===== src/hdl/tcp_opt_pkg.sv =====
// types, constants and reset values for the tcp option parser
package tcp_opt_pkg;

  localparam int unsigned MaxOptionBytes = 40;
  localparam int unsigned CountW = 6;

  localparam logic [7:0] KindEol  = 8'd0;
  localparam logic [7:0] KindNop  = 8'd1;
  localparam logic [7:0] KindMss  = 8'd2;
  localparam logic [7:0] KindWs   = 8'd3;
  localparam logic [7:0] KindSack = 8'd4;
  localparam logic [7:0] KindTs   = 8'd8;

  typedef enum logic [3:0] {
    PH_KIND = 4'b0001,
    PH_LEN  = 4'b0010,
    PH_BODY = 4'b0100,
    PH_STOP = 4'b1000
  } phase_e;

  typedef struct packed {
    phase_e             phase;
    logic [7:0]         kind;
    logic [7:0]         opt_len;
    logic [7:0]         body_idx;
    logic [15:0]        mss;
    logic [7:0]         shift;
    logic               sack;
    logic [31:0]        tsval;
    logic [31:0]        tsecr;
    logic [CountW-1:0]  count;
    logic               bad;
  } parse_state_t;

  // packed msb first, so mss_value lands in the low bits of the word
  typedef struct packed {
    logic               malformed;
    logic [CountW-1:0]  option_bytes;
    logic [31:0]        stamp_echo;
    logic [31:0]        stamp_value;
    logic               sack_permitted;
    logic [7:0]         window_shift;
    logic [15:0]        mss_value;
  } result_t;

  localparam int unsigned ResultW = $bits(result_t);

  localparam parse_state_t StateReset = '{
    phase:    PH_KIND,
    kind:     8'd0,
    opt_len:  8'd0,
    body_idx: 8'd0,
    mss:      16'd0,
    shift:    8'd0,
    sack:     1'b0,
    tsval:    32'd0,
    tsecr:    32'd0,
    count:    '0,
    bad:      1'b0
  };

endpackage


===== src/hdl/tcp_opt_step.sv =====
// one-byte parse step: next parse state and result fields
module tcp_opt_step (
  input  tcp_opt_pkg::parse_state_t state_i,
  input  logic [7:0]                byte_i,
  input  logic                      first_i,
  output tcp_opt_pkg::parse_state_t state_o,
  output tcp_opt_pkg::result_t      result_o
);
  import tcp_opt_pkg::*;

  parse_state_t cur;
  parse_state_t nxt;
  logic [8:0]   idx_inc;

  always_comb begin
    cur = first_i ? StateReset : state_i;
    nxt = cur;
    idx_inc = {1'b0, cur.body_idx} + 9'd1;

    if (cur.count < CountW'(MaxOptionBytes)) begin
      nxt.count = cur.count + CountW'(1);
    end

    case (cur.phase)
      PH_KIND: begin
        nxt.kind = byte_i;
        if (byte_i == KindEol) begin
          nxt.phase = PH_STOP;
        end else if (byte_i != KindNop) begin
          nxt.phase = PH_LEN;
        end
      end
      PH_LEN: begin
        nxt.opt_len = byte_i;
        if (byte_i < 8'd2) begin
          nxt.bad   = 1'b1;
          nxt.phase = PH_STOP;
        end else begin
          if (cur.kind == KindSack) begin
            nxt.sack = 1'b1;
          end
          nxt.body_idx = 8'd2;
          nxt.phase    = (byte_i > 8'd2) ? PH_BODY : PH_KIND;
        end
      end
      PH_BODY: begin
        // field bytes are taken only when the length covers the whole field
        if (cur.kind == KindMss && cur.opt_len >= 8'd4 &&
            (cur.body_idx == 8'd2 || cur.body_idx == 8'd3)) begin
          nxt.mss = {cur.mss[7:0], byte_i};
        end else if (cur.kind == KindWs && cur.opt_len >= 8'd3 &&
                     cur.body_idx == 8'd2) begin
          nxt.shift = byte_i;
        end else if (cur.kind == KindTs && cur.opt_len >= 8'd10) begin
          if (cur.body_idx >= 8'd2 && cur.body_idx <= 8'd5) begin
            nxt.tsval = {cur.tsval[23:0], byte_i};
          end else if (cur.body_idx >= 8'd6 && cur.body_idx <= 8'd9) begin
            nxt.tsecr = {cur.tsecr[23:0], byte_i};
          end
        end
        nxt.body_idx = idx_inc[7:0];
        if (idx_inc >= {1'b0, cur.opt_len}) begin
          nxt.phase = PH_KIND;
        end
      end
      default: begin
      end
    endcase

    state_o = nxt;

    result_o.mss_value      = nxt.mss;
    result_o.window_shift   = nxt.shift;
    result_o.sack_permitted = nxt.sack;
    result_o.stamp_value    = nxt.tsval;
    result_o.stamp_echo     = nxt.tsecr;
    result_o.option_bytes   = nxt.count;
    // an option still open at the end of the area is cut off
    result_o.malformed      = nxt.bad | (nxt.phase == PH_LEN) | (nxt.phase == PH_BODY);
  end

endmodule


===== src/hdl/tcp_opt_out.sv =====
// result register on the master side
module tcp_opt_out (
  input  logic                 clk_i,
  input  logic                 rst_ni,
  input  logic                 load_i,
  input  tcp_opt_pkg::result_t result_i,
  input  logic                 ready_i,
  output logic                 valid_o,
  output tcp_opt_pkg::result_t data_o,
  output logic                 free_o
);
  import tcp_opt_pkg::*;

  logic    valid_q;
  result_t data_q;

  assign free_o  = !valid_q || ready_i;
  assign valid_o = valid_q;
  assign data_o  = data_q;

  always_ff @(posedge clk_i or negedge rst_ni) begin
    if (!rst_ni) begin
      valid_q <= 1'b0;
    end else if (load_i) begin
      valid_q <= 1'b1;
    end else if (ready_i) begin
      valid_q <= 1'b0;
    end
  end

  always_ff @(posedge clk_i) begin
    if (load_i) begin
      data_q <= result_i;
    end
  end

endmodule


===== src/hdl/tcp_option_parser_top.sv =====
// top level of the tcp option parser: input register, parse state, result register
// the accepted last byte goes through the input register and then the result register to m_axis
// throughput: one options byte per cycle; a byte that closes the area waits
//   only while the result register is still full and not being taken
// reset: rst_ni low clears the input register valid, the parse state and the result valid
module tcp_option_parser_top (
  input  logic                         clk_i,
  input  logic                         rst_ni,
  input  logic                         s_axis_tvalid_i,
  output logic                         s_axis_tready_o,
  input  logic [7:0]                   s_axis_tdata_i,  // [7:0] opt_byte
  input  logic                         s_axis_tlast_i,  // last_byte
  input  logic                         s_axis_tuser_i,  // first_byte
  output logic                         m_axis_tvalid_o,
  input  logic                         m_axis_tready_i,
  // [15:0] mss_value, [23:16] window_shift, [24] sack_permitted,
  // [56:25] stamp_value, [88:57] stamp_echo, [94:89] option_bytes, [95] malformed
  output logic [tcp_opt_pkg::ResultW-1:0] m_axis_tdata_o
);
  import tcp_opt_pkg::*;

  // input register stage
  logic         in_valid_q;
  logic [7:0]   in_byte_q;
  logic         in_first_q;
  logic         in_last_q;

  // running parse state for the current options area
  parse_state_t state_q;
  parse_state_t state_d;

  result_t      step_res;
  result_t      out_data;
  logic         out_free;
  logic         advance;

  // a non-last byte never needs the result register, so it always moves on
  assign advance         = in_valid_q && (!in_last_q || out_free);
  assign s_axis_tready_o = !in_valid_q || advance;

  always_ff @(posedge clk_i or negedge rst_ni) begin
    if (!rst_ni) begin
      in_valid_q <= 1'b0;
    end else if (s_axis_tready_o) begin
      in_valid_q <= s_axis_tvalid_i;
    end
  end

  always_ff @(posedge clk_i) begin
    if (s_axis_tready_o && s_axis_tvalid_i) begin
      in_byte_q  <= s_axis_tdata_i;
      in_first_q <= s_axis_tuser_i;
      in_last_q  <= s_axis_tlast_i;
    end
  end

  tcp_opt_step u_step (
    .state_i  (state_q),
    .byte_i   (in_byte_q),
    .first_i  (in_first_q),
    .state_o  (state_d),
    .result_o (step_res)
  );

  // the area closes on the last word: state goes back to its reset value
  always_ff @(posedge clk_i or negedge rst_ni) begin
    if (!rst_ni) begin
      state_q <= StateReset;
    end else if (advance) begin
      state_q <= in_last_q ? StateReset : state_d;
    end
  end

  tcp_opt_out u_out (
    .clk_i    (clk_i),
    .rst_ni   (rst_ni),
    .load_i   (advance && in_last_q),
    .result_i (step_res),
    .ready_i  (m_axis_tready_i),
    .valid_o  (m_axis_tvalid_o),
    .data_o   (out_data),
    .free_o   (out_free)
  );

  assign m_axis_tdata_o = out_data;

endmodule


===== config.mk =====
export PLATFORM = sky130hd
export DESIGN_NAME = tcp_option_parser_top
export DESIGN_NICKNAME = d
export VERILOG_FILES = /design/src/hdl/tcp_opt_pkg.sv /design/src/hdl/tcp_opt_step.sv /design/src/hdl/tcp_opt_out.sv /design/src/hdl/tcp_option_parser_top.sv
export SDC_FILE = /design/constraint.sdc
export NUM_CORES = 1
export LEC_CHECK = 0
export ABC_CLOCK_PERIOD_IN_PS = 4200
export BUFFER_PORTS_ARGS = -buffer_cell sky130_fd_sc_hd__buf_4
export CAP_MARGIN = 15
export CORE_UTILIZATION = 30
export CTS_CLUSTER_DIAMETER = 50
export DETAILED_ROUTE_END_ITERATION = 12
export PLACE_DENSITY_LB_ADDON = 0.12
export SLEW_MARGIN = 10
export SYNTH_ARGS = -nofsm -noshare
export SYNTH_HDL_FRONTEND = slang
export SYNTH_HIERARCHICAL = 1
export SYNTH_SLANG_ARGS = --single-unit

===== constraint.sdc =====
create_clock -name clk_i -period 4.2 [get_ports clk_i]
set_input_delay 0.63 -clock clk_i [delete_from_list [all_inputs] [get_ports clk_i]]
set_output_delay 0.63 -clock clk_i [all_outputs]
set_load 0.01 [all_outputs]

==> results.ini <==
[detailed_routing]
routed_wl_um=28300
routedWlPerCell_um=19.5
final_antenna_net_count=0
drc=16
drt_pass1_iterations=9
viasPerCell=4.96
via_count=7216
drt-initial-drc-count=472

[timing]
drv_slew=0
relSlewSlack=0.399
hold_violations=0
tightest_slew_ns=0.901
fin_crit_ns=3.11
fin_ws_ns=1.09
clock_skew_ns=0.0294
finalSetupTns_ns=0
setup_viol=0
finalCritPeriodShare=0.741
max_freq_ghz=0.321
rsz0062_at_grt=false

[yosys]
synth_area_leaders=edfxtp_1 29%, dfrtp_1 29%, a22o_1 9.9%, buf_4 6.7%, nand2_1 4.8%
synth_area_leader_cell=edfxtp_1
yosys_warnings=6
syn-cell-area_mm2=0.0109
synth_top_area_frac=0.292
synthDistinctLibCells=59
yosysSeqAreaShare=0.581
syn_nets=984
synth-main-ff-cell=dfrtp_1
syn-mean-instance-area_um2=11.3
synthArstFlopShare=0.543
netlist_instances=961
synth-edff-count=106
synth-seq-cells=232

[run_status]
violations=design-rule violations
status=finished with violations

[flow_run]
maxCapViolCount=0

[clocking]
cts_buffers=36
clock_sinks=232
cts_setup_buffers=0
cts_tree=built
cts_hold_buf=0
cts.path.max_buffers=3
cts_resized=0
clk_pin_slew_ns=0.05
cts_root_buf=clkbuf_16
insertion_delay_ns=0.51
cts_max_level=2

[die]
row_count=69
start_util=0.306
die-area_mm2=0.0371
die_w_um=193
core-area_mm2=0.0357
die_y_um=193
io_pins=112

[global_route]
first_global_vias=7143
gr-total-overflow=0
grt_antenna_before_repair=2
grt_pass1_wl_um=43600
grt_max_degree=89
grt_usage=0.154

[setup_path]
crit_type=flop to flop
cp_max_fo=11
cp-end-kind=flop
start_kind=flop
reg2reg_depth=12
cp.arrival_ns=3.45
worstPathRequired_ns=4.53

[finish]
utilization=0.359
mostFrequentLayoutCells=139 x nand2_1, 125 x dfrtp_1, 123 x a22o_1, 123 x buf_4, 106 x edfxtp_1
drive_above_1_share=0.218
nNetsFinal=988
n_antenna_cell=0
syn_to_final_growth_pct=17.2
design_area_mm2=0.0128
final_common_cell=nand2_1

[worst_hold_path]
hp-class=input port to asynchronous set/reset pin

[placed_design]
gp_congestion=0.757
dpl_cell_area_mm2=0.0115
place_hpwl_um=16700
post-place-ws_ns=1.12
io_buffer_count=111

[power_and_ir_drop]
ir_drop_mv=0.236
p_per_area_mw_per_mm2=474
leakage_uw=0.00518

-- final timing paths --
path / start / endpoint / slack, ns
max in group asynchronous: rst_ni / state_q[120] / 3.04
hold reg to reg: state_q[120] / state_q[120] / 0.49
hold / removal: rst_ni / state_q[91] / 0.20
min in group clk_i: s_axis_tdata_i[3] / in_byte_q[3] / 0.31
setup reg to reg: state_q[97] / u_out/data_o[95] / 1.09
setup / recovery: state_q[97] / u_out/data_o[95] / 1.09
-- power breakdown --
group	internal (µW)	leakage (µW)	total, µW	switching [µW]
logic	138	0.00181	382	244
registers	2450	0.00275	2520	67.1
clock network	2050	0.000629	3150	1110
total	4640	0.00518	6060	1420
-- Yosys cell counts, types with 4 or more instances --
library cell  instances
a21oi_1              33
inv_1                16
or3_1                 4
a31o_2                8
edfxtp_1            106
nor2b_1              16
buf_6                 4
buf_1                 5
o21ai_1              10
ha_1                  9
xnor2_1               6
nand2b_1              4
nand2_1             139
clkbuf_1             20
nand3_1              24
nand4_1               5
xor2_1                5
nor2_1               45
o21ai_0              38
and3_1                5
mux2i_1              26
buf_2                35
a22o_1              123
buf_4                97
dfrtp_1             125
-- kinds of logic (layout without fill, tap and decap cells) --
logic type	Yosys count	count (layout)	synth area share
DFF	232	232	0.581
adders and majority gates	9	9	0.0103
AOI/OAI and AO/OA	235	235	0.159
muxes	28	28	0.0259
and+or+nand+nor	266	266	0.112
xor gates and xnor gates	11	11	0.00883
buffers and inverters	180	212	0.102
-- per-stage QoR --
stage,hold slack (ns),std cells,total power [µW]
floorplan,0.334,961,2750
finish,0.204,1454,6060
global placement,0.482,1387,2960
CTS,0.252,1453,6160
global route,0.272,1454,6300
detailed placement,0.481,1387,2960
-- layer usage --
layer	up-vias	track usage	routed length [µm]
met4	0	0.0406	483
met3	39	0.0269	1210
met5	-	0	0
met2	147	0.233	13100
li1	3390	-	-
met1	3640	0.226	13500
-- worst max-delay path: stages, from the launching register on --
cell	delay, ns
dfrtp_1	0.57
nand4_1	0.22
nor2_1	0.31
nand3_1	0.14
xor2_1	0.15
nor2_1	0.13
ha_1	0.27
a21oi_1	0.15
nand2_1	0.06
o21ai_0	0.29
nand2_1	0.09
a221o_1	0.30
o31ai_1	0.24
-- state kept, by name (all words and copies together) (netlist names) --
signal / count
in_first_q: 1
u_out/valid_o: 1
in_valid_q: 1
state_q: 124
in_byte_q: 8
in_last_q: 1
u_out/data_o: 96
-- area by class of cell --
| class | count | area, µm² |
|---|---|---|
| tap | 461 | 577 |
| timing repair buffer | 128 | 1010 |
| sequential | 232 | 6340 |
| multi-input combinational | 549 | 3500 |
| clock inverter | 20 | 269 |
| fill | 3505 | 22900 |
| clock buffer | 46 | 1020 |
| inverter | 18 | 67.6 |
Note: power is estimated with default switching activity, not from simulation.
